===== src/rtl/core/brpg_pkg.sv =====
package brpg_pkg;

    localparam logic [11:0] PANEL_W_RST = 12'd240;
    localparam logic [11:0] PANEL_H_RST = 12'd320;

    localparam logic OP_RECT = 1'b0;
    localparam logic OP_TICK = 1'b1;

    typedef enum logic [2:0] {
        KIND_WINDOW = 3'd0,
        KIND_PIXEL  = 3'd1,
        KIND_REJECT = 3'd2,
        KIND_EMPTY  = 3'd3,
        KIND_IDLE   = 3'd4,
        KIND_BUSY   = 3'd5
    } t_kind;

    typedef enum logic [1:0] {
        REG_PANEL_W = 2'd0,
        REG_PANEL_H = 2'd1,
        REG_COL_OFF = 2'd2,
        REG_ROW_OFF = 2'd3
    } t_reg_idx;

    typedef struct packed {
        logic [11:0] panel_w;
        logic [11:0] panel_h;
        logic [15:0] col_off;
        logic [15:0] row_off;
    } t_cfg;

    typedef struct packed {
        logic        op;
        logic [15:0] rect_x;
        logic [15:0] rect_y;
        logic [15:0] rect_w;
        logic [15:0] rect_h;
        logic [15:0] fill_rgb;
        logic [15:0] edge_rgb;
        logic [7:0]  thick;
    } t_req;

    typedef struct packed {
        t_kind       kind;
        logic [15:0] col_first;
        logic [15:0] col_final;
        logic [15:0] row_first;
        logic [15:0] row_final;
        logic [15:0] pixel_rgb;
        logic        last_pixel;
    } t_res;

endpackage


===== src/rtl/core/brpg_cfg.sv =====
module brpg_cfg (
    input  logic           i_clk,
    input  logic           i_rst_n,
    input  logic           psel,
    input  logic           penable,
    input  logic           pwrite,
    input  logic [3:0]     paddr,
    input  logic [31:0]    pwdata,
    output logic [31:0]    prdata,
    output logic           pready,
    output brpg_pkg::t_cfg o_cfg
);
    import brpg_pkg::*;

    t_cfg     r_cfg;
    t_reg_idx idx;
    logic     wr_en;

    assign idx    = t_reg_idx'(paddr[3:2]);
    assign wr_en  = psel && penable && pwrite && pready;
    assign pready = 1'b1;
    assign o_cfg  = r_cfg;

    always_ff @(posedge i_clk) begin
        if (!i_rst_n) begin
            r_cfg.panel_w <= PANEL_W_RST;
            r_cfg.panel_h <= PANEL_H_RST;
            r_cfg.col_off <= '0;
            r_cfg.row_off <= '0;
        end else if (wr_en) begin
            case (idx)
                REG_PANEL_W: r_cfg.panel_w <= pwdata[11:0];
                REG_PANEL_H: r_cfg.panel_h <= pwdata[11:0];
                REG_COL_OFF: r_cfg.col_off <= pwdata[15:0];
                REG_ROW_OFF: r_cfg.row_off <= pwdata[15:0];
                default: ;
            endcase
        end
    end

    always_comb begin
        case (idx)
            REG_PANEL_W: prdata = {20'd0, r_cfg.panel_w};
            REG_PANEL_H: prdata = {20'd0, r_cfg.panel_h};
            REG_COL_OFF: prdata = {16'd0, r_cfg.col_off};
            REG_ROW_OFF: prdata = {16'd0, r_cfg.row_off};
            default:     prdata = '0;
        endcase
    end

endmodule


===== src/rtl/core/brpg_in_stage.sv =====
module brpg_in_stage (
    input  logic           i_clk,
    input  logic           i_rst_n,
    input  logic           i_valid,
    input  brpg_pkg::t_req i_req,
    input  logic           i_adv,
    output logic           o_ready,
    output logic           o_valid,
    output brpg_pkg::t_req o_req
);
    import brpg_pkg::*;

    logic r_valid;
    t_req r_req;

    assign o_ready = !r_valid || i_adv;
    assign o_valid = r_valid;
    assign o_req   = r_req;

    always_ff @(posedge i_clk) begin
        if (!i_rst_n) begin
            r_valid <= 1'b0;
        end else if (o_ready) begin
            r_valid <= i_valid;
        end
    end

    always_ff @(posedge i_clk) begin
        if (o_ready && i_valid) begin
            r_req <= i_req;
        end
    end

endmodule


===== src/rtl/core/brpg_engine.sv =====
module brpg_engine (
    input  logic           i_clk,
    input  logic           i_rst_n,
    input  brpg_pkg::t_cfg i_cfg,
    input  logic           i_valid,
    input  brpg_pkg::t_req i_req,
    input  logic           i_out_ready,
    output logic           o_adv,
    output logic           o_valid,
    output brpg_pkg::t_res o_res
);
    import brpg_pkg::*;

    logic        r_busy;
    logic [11:0] r_clip_w;
    logic [11:0] r_clip_h;
    logic [7:0]  r_thick;
    logic [15:0] r_inner;
    logic [15:0] r_outer;
    logic [11:0] r_col;
    logic [11:0] r_row;
    logic        r_out_valid;
    t_res        r_res;

    logic        n_busy;
    logic [11:0] n_clip_w;
    logic [11:0] n_clip_h;
    logic [7:0]  n_thick;
    logic [11:0] n_col;
    logic [11:0] n_row;
    t_res        n_res;

    logic        step;
    logic [16:0] sum_x;
    logic [16:0] sum_y;
    logic [11:0] cw;
    logic [11:0] ch;
    logic [10:0] lim;
    logic        border;
    logic        col_end;
    logic        row_end;

    assign o_adv   = !r_out_valid || i_out_ready;
    assign step    = i_valid && o_adv;
    assign o_valid = r_out_valid;
    assign o_res   = r_res;

    // clipped size; x < panel width holds wherever these are used
    assign sum_x = {1'b0, i_req.rect_x} + {1'b0, i_req.rect_w};
    assign sum_y = {1'b0, i_req.rect_y} + {1'b0, i_req.rect_h};
    assign cw    = (sum_x > {5'd0, i_cfg.panel_w}) ? i_cfg.panel_w - i_req.rect_x[11:0]
                                                  : i_req.rect_w[11:0];
    assign ch    = (sum_y > {5'd0, i_cfg.panel_h}) ? i_cfg.panel_h - i_req.rect_y[11:0]
                                                  : i_req.rect_h[11:0];
    assign lim   = (ch[11:1] < cw[11:1]) ? ch[11:1] : cw[11:1];

    assign border = (r_thick != 8'd0) &&
                    (r_row < {4'd0, r_thick} || r_row >= r_clip_h - {4'd0, r_thick} ||
                     r_col < {4'd0, r_thick} || r_col >= r_clip_w - {4'd0, r_thick});
    assign col_end = ({1'b0, r_col} + 13'd1) >= {1'b0, r_clip_w};
    assign row_end = ({1'b0, r_row} + 13'd1) >= {1'b0, r_clip_h};

    always_comb begin
        n_busy   = r_busy;
        n_clip_w = r_clip_w;
        n_clip_h = r_clip_h;
        n_thick  = r_thick;
        n_col    = r_col;
        n_row    = r_row;
        n_res    = '0;
        if (i_req.op == OP_RECT) begin
            if (r_busy) begin
                n_res.kind = KIND_BUSY;
            end else if (i_req.rect_x >= {4'd0, i_cfg.panel_w} ||
                         i_req.rect_y >= {4'd0, i_cfg.panel_h}) begin
                n_res.kind = KIND_REJECT;
            end else if (i_req.rect_w == 16'd0 || i_req.rect_h == 16'd0) begin
                n_res.kind = KIND_EMPTY;
            end else begin
                n_busy   = 1'b1;
                n_clip_w = cw;
                n_clip_h = ch;
                n_col    = '0;
                n_row    = '0;
                if (i_req.thick == 8'd0 || i_req.fill_rgb == i_req.edge_rgb) begin
                    n_thick = '0;
                end else if ({3'd0, i_req.thick} > lim) begin
                    n_thick = lim[7:0];
                end else begin
                    n_thick = i_req.thick;
                end
                n_res.kind      = KIND_WINDOW;
                n_res.col_first = i_req.rect_x + i_cfg.col_off;
                n_res.col_final = i_req.rect_x + {4'd0, cw} - 16'd1 + i_cfg.col_off;
                n_res.row_first = i_req.rect_y + i_cfg.row_off;
                n_res.row_final = i_req.rect_y + {4'd0, ch} - 16'd1 + i_cfg.row_off;
            end
        end else if (!r_busy) begin
            n_res.kind = KIND_IDLE;
        end else begin
            n_res.kind      = KIND_PIXEL;
            n_res.pixel_rgb = border ? r_outer : r_inner;
            if (col_end) begin
                n_col = '0;
                if (row_end) begin
                    n_res.last_pixel = 1'b1;
                    n_row  = '0;
                    n_busy = 1'b0;
                end else begin
                    n_row = r_row + 12'd1;
                end
            end else begin
                n_col = r_col + 12'd1;
            end
        end
    end

    always_ff @(posedge i_clk) begin
        if (!i_rst_n) begin
            r_busy      <= 1'b0;
            r_out_valid <= 1'b0;
        end else begin
            if (o_adv) begin
                r_out_valid <= i_valid;
            end
            if (step) begin
                r_busy <= n_busy;
            end
        end
    end

    always_ff @(posedge i_clk) begin
        if (step) begin
            r_clip_w <= n_clip_w;
            r_clip_h <= n_clip_h;
            r_thick  <= n_thick;
            r_col    <= n_col;
            r_row    <= n_row;
            r_res    <= n_res;
            if (i_req.op == OP_RECT && !r_busy) begin
                r_inner <= i_req.fill_rgb;
                r_outer <= i_req.edge_rgb;
            end
        end
    end

endmodule


===== src/rtl/core/bordered_rect_pixel_generator.sv =====
// A request passes through the input register, then the result register, before
// its result is offered on the output.
// Throughput: one request per cycle, commands and pixel ticks alike; the stages
// advance together whenever the result register is empty or being taken.
// Reset (synchronous, active low) empties both stages, clears the busy flag and
// loads the panel size 240 x 320 with zero offsets.
module bordered_rect_pixel_generator (
    input  logic        i_clk,
    input  logic        i_rst_n,
    input  logic        i_valid,
    output logic        o_ready,
    input  logic        i_op,
    input  logic [15:0] i_rect_x,
    input  logic [15:0] i_rect_y,
    input  logic [15:0] i_rect_w,
    input  logic [15:0] i_rect_h,
    input  logic [15:0] i_fill_rgb,
    input  logic [15:0] i_edge_rgb,
    input  logic [7:0]  i_edge_thickness,
    output logic        o_valid,
    input  logic        i_ready,
    output logic [2:0]  o_kind,
    output logic [15:0] o_col_first,
    output logic [15:0] o_col_final,
    output logic [15:0] o_row_first,
    output logic [15:0] o_row_final,
    output logic [15:0] o_pixel_rgb,
    output logic        o_last_pixel,
    input  logic        psel,
    input  logic        penable,
    input  logic        pwrite,
    input  logic [3:0]  paddr,
    input  logic [31:0] pwdata,
    output logic [31:0] prdata,
    output logic        pready
);
    import brpg_pkg::*;

    t_cfg cfg;
    t_req in_req;
    t_req st_req;
    t_res res;
    logic st_valid;
    logic adv;

    assign in_req.op       = i_op;
    assign in_req.rect_x   = i_rect_x;
    assign in_req.rect_y   = i_rect_y;
    assign in_req.rect_w   = i_rect_w;
    assign in_req.rect_h   = i_rect_h;
    assign in_req.fill_rgb = i_fill_rgb;
    assign in_req.edge_rgb = i_edge_rgb;
    assign in_req.thick    = i_edge_thickness;

    brpg_cfg u_cfg (
        .i_clk   (i_clk),
        .i_rst_n (i_rst_n),
        .psel    (psel),
        .penable (penable),
        .pwrite  (pwrite),
        .paddr   (paddr),
        .pwdata  (pwdata),
        .prdata  (prdata),
        .pready  (pready),
        .o_cfg   (cfg)
    );

    brpg_in_stage u_in (
        .i_clk   (i_clk),
        .i_rst_n (i_rst_n),
        .i_valid (i_valid),
        .i_req   (in_req),
        .i_adv   (adv),
        .o_ready (o_ready),
        .o_valid (st_valid),
        .o_req   (st_req)
    );

    brpg_engine u_eng (
        .i_clk       (i_clk),
        .i_rst_n     (i_rst_n),
        .i_cfg       (cfg),
        .i_valid     (st_valid),
        .i_req       (st_req),
        .i_out_ready (i_ready),
        .o_adv       (adv),
        .o_valid     (o_valid),
        .o_res       (res)
    );

    assign o_kind       = res.kind;
    assign o_col_first  = res.col_first;
    assign o_col_final  = res.col_final;
    assign o_row_first  = res.row_first;
    assign o_row_final  = res.row_final;
    assign o_pixel_rgb  = res.pixel_rgb;
    assign o_last_pixel = res.last_pixel;

`ifndef SYNTHESIS
    a_last_is_pixel: assert property (@(posedge i_clk) disable iff (!i_rst_n)
        o_valid && o_last_pixel |-> o_kind == KIND_PIXEL)
        else $error("last marker on a non-pixel result");

    a_window_fields: assert property (@(posedge i_clk) disable iff (!i_rst_n)
        o_valid && o_kind != KIND_WINDOW |->
            o_col_first == 16'd0 && o_col_final == 16'd0 &&
            o_row_first == 16'd0 && o_row_final == 16'd0)
        else $error("window fields set outside a window result");

    a_pixel_field: assert property (@(posedge i_clk) disable iff (!i_rst_n)
        o_valid && o_kind != KIND_PIXEL |-> o_pixel_rgb == 16'd0)
        else $error("pixel field set outside a pixel result");

    a_ready_when_empty: assert property (@(posedge i_clk) disable iff (!i_rst_n)
        !o_valid |-> o_ready)
        else $error("input stalled with empty result register");
`endif

endmodule


===== config.mk =====
export PLATFORM = sky130hd
export DESIGN_NAME = bordered_rect_pixel_generator
export DESIGN_NICKNAME = d
export VERILOG_FILES = /design/src/rtl/core/brpg_pkg.sv /design/src/rtl/core/brpg_cfg.sv /design/src/rtl/core/brpg_in_stage.sv /design/src/rtl/core/brpg_engine.sv /design/src/rtl/core/bordered_rect_pixel_generator.sv
export SDC_FILE = /design/constraint.sdc
export NUM_CORES = 1
export LEC_CHECK = 0
export ABC_AREA = 0
export BUFFER_PORTS_ARGS = -buffer_cell sky130_fd_sc_hd__buf_4
export CAP_MARGIN = 30
export CORE_UTILIZATION = 40
export CTS_BUF_LIST = sky130_fd_sc_hd__clkbuf_8
export DETAILED_ROUTE_END_ITERATION = 16
export GPL_TIMING_DRIVEN = 1
export PLACE_DENSITY = 0.64
export SETUP_SLACK_MARGIN = 0.2
export SYNTH_ARGS = -nofsm -noshare
export SYNTH_HDL_FRONTEND = slang
export SYNTH_SLANG_ARGS = --single-unit

===== constraint.sdc =====
create_clock -name i_clk -period 11.2 [get_ports i_clk]
set_input_delay 1.12 -clock i_clk [delete_from_list [all_inputs] [get_ports i_clk]]
set_output_delay 1.12 -clock i_clk [all_outputs]
set_load 0.05 [all_outputs]

==> qor.txt <==
Core Area = 0.05781 mm²
residual DRC count = 0
RSZ-0062 raised after global routing = false
Worst Hold Class = flop to flop
critical path peak fanout = 34
Initial Util = 40.61%
Syn. warnings = 0
post-route insts no fill = 3384
DR pass1 iterations = 5
Fmax = 106.4 MHz
GRT met3 Usage = 3.490%
# hold bufs at CTS = 0
vias in the first global route = 18132
critical path capture point type = flop
clock sink count = 336
dpl cells = 3268
Top Usage Layer GRT = met2
period utilization = 83.95%
highest-delay cell along the critical path = mux2i_1
worst path required time = 11.59 ns
Critical Path AT = 9.79 ns
GR Overflow Total = 0
share of cells above drive strength 1 = 15.05%
max-slew violations = 0
met2 usage = 36.79%
TNS Setup = 0 ns
Post-synth EDFFs = 277
commonest non-fill, non-tap cells in the layout = ha_1 (298), inv_1 (291), edfxtp_1 (277)
Leak = 11.80 nW
WL/cell = 20.33 µm
Power, Total = 0.003494 W
grt met1 use = 31.14%
crit path kind = flop to flop
global-route wire length before repair = 105.2 mm
post-route ant nets = 0
crit path launch type = flop
initial DRC count = 1485
Synth Instances = 2319
Root Driver = clkbuf_8
Hold Vio Cnt, Final = 0
sequential share of the synthesized area = 40.47%
H-tree depth = 2
GRT Util Overall = 22.92%
GP Congestion = 0.9446
initial antenna violation count = 2
Crit path top cell by count = ha_1
commonest non-fill, non-tap cell in the layout = ha_1
Setup-failing EPs final = 0
Cell Area, Placed = 0.02603 mm²
post-CTS sizing = 0
top_reg_cell synth = edfxtp_1
Syn Area/Cell = 10.12 µm²
VDD IR-drop max = 87.15 µV
Worst-Margin Slew = 0.8707 ns
CTS buffer count = 60
ys async rst share = 0%
die height = 244.3 µm
routed vias/inst = 5.428
Via Count = 18370
Critical Path Max Stage Delay = 0.77 ns
Tmin final = 9.402 ns
power per cell area = 127.9 mW/mm²
drt total wl = 68.79 mm
CTS tree = done
Die Wd = 244.3 µm
Netlist cell types = 90
IO Pins = 267
worst rel slew slack = 41.14%
maximum clock path buffer count = 3
area delta synth->final = 16.36%
Clk Latency, worst-skew pair = 0.66 ns
final instance area = 0.02731 mm²
Final Skew = 0.02018 ns
status = complete, no violations
Final nets = 3045
Hold WS = 0.4647 ns
area of the multi-input gates = 0.01261 mm²
synthesized cell area = 0.02347 mm²
# rows = 88
number of synthesized register bits = 336
Clk pin slew, worst setup/hold paths = 0.07 ns
Post-DP HPWL = 54.69 mm
register area = 0.009500 mm²
die area = 0.05966 mm²
setup bufs post-CTS = 0
fillers = 5408
port bufs = 231
largest net degree at the start of global routing = 70
Max-Cap Viols = 0
logic make-up (layout without fill, tap and decap cells):
| family | Yosys count | in the layout | share of synthesized area, % |
|---|---|---|---|
| flip-flops | 336 | 336 | 40.47 |
| AO/OA/AOI/OAI | 468 | 468 | 13.09 |
| AND/OR/NAND/NOR | 641 | 641 | 14.01 |
| other | 2 | 18 | 0.03199 |
| multiplexers | 49 | 49 | 2.798 |
| buffers and inverters | 362 | 646 | 6.108 |
| adder cells (fa/ha/maj) | 330 | 330 | 18.61 |
| XOR/XNOR | 131 | 131 | 4.888 |
power by group:
part           switching, W  internal [W]
combinational      0.000515      0.000336
sequential        0.0000427       0.00140
clock              0.000534      0.000662
final cells by class:
| class | count | share of cell area [%] |
|---|---|---|
| Antenna cell | 1 | 0.009162 |
| Clock buffer | 63 | 3.175 |
| Clock inverter | 50 | 1.402 |
| Inverter | 276 | 3.802 |
| Multi-Input combinational cell | 1636 | 46.18 |
| Sequential cell | 336 | 34.78 |
| Tap cell | 765 | 3.504 |
| Timing Repair Buffer | 257 | 7.142 |
state kept, by name, summed over array words and instances, names as in the netlist, 16 cells and up:
signal and cells:
u_cfg.o_cfg 56, u_eng.r_inner 16, u_in.o_req 105, u_eng.r_outer 16, u_eng.o_res 84
final timing paths:
kind,from,endpoint,slack [ns],cells past startpoint
worst min-delay path,u_in.o_req[15],u_eng.r_outer[7],0.46,0
worst min register to register,u_in.o_req[15],u_eng.r_outer[7],0.46,0
worst max-delay path,u_in.o_req[72],u_eng.r_thick[6],1.80,36
worst max register to register,u_in.o_req[72],u_eng.r_thick[6],1.80,36
layer usage:
metal | share of wire, % | wire [µm] | up-vias
met5 | 0 | 0 | -
met4 | 3.6 | 2468 | 0
met3 | 7.2 | 4979 | 126
met2 | 45 | 31250 | 683
met1 | 44 | 30090 | 8726
li1 | - | - | 8835
worst max-delay path: cells and delay by family, from the launching register on:
| family | cells | cell delay (ns) |
|---|---|---|
| AO/OA/AOI/OAI | 16 | 3.39 |
| AND/OR/NAND/NOR | 11 | 2.35 |
| flip-flops | 1 | 0.46 |
| buffers and inverters | 2 | 0.41 |
| XOR/XNOR | 1 | 0.15 |
| multiplexers | 1 | 0.77 |
| adder cells (fa/ha/maj) | 5 | 1.61 |
Yosys cell counts (29+ instances only):
cell      number  share of area, %
ha_1         298                16
a21oi_1      145               3.1
nand3_1       52               1.1
nand2b_1      30              0.80
mux2i_1       29               1.2
xnor2_1       81               3.0
dfxtp_1       59               5.0
nor2b_1       30              0.80
nor3_1        71               1.5
and3_1        56               1.5
fa_1          32               2.7
xor2_1        50               1.9
nor4_1        41               1.1
o21ai_0       94               2.0
nand2_1      168               2.7
inv_1        275               4.4
clkbuf_1      52              0.83
nor2_1        96               1.5
edfxtp_1     277                35
a21o_1        63               2.0
through the flow:
stage	setup WS, ns	utilization, %
5_1_grt	1.265	47.25
3_3_place_gp	2.094	44.98
2_1_floorplan	3.551	-
6_report	1.798	47.25
4_1_cts	1.949	47.20
3_5_place_dp	1.973	45.04
Power figures use the tool's default switching activity.
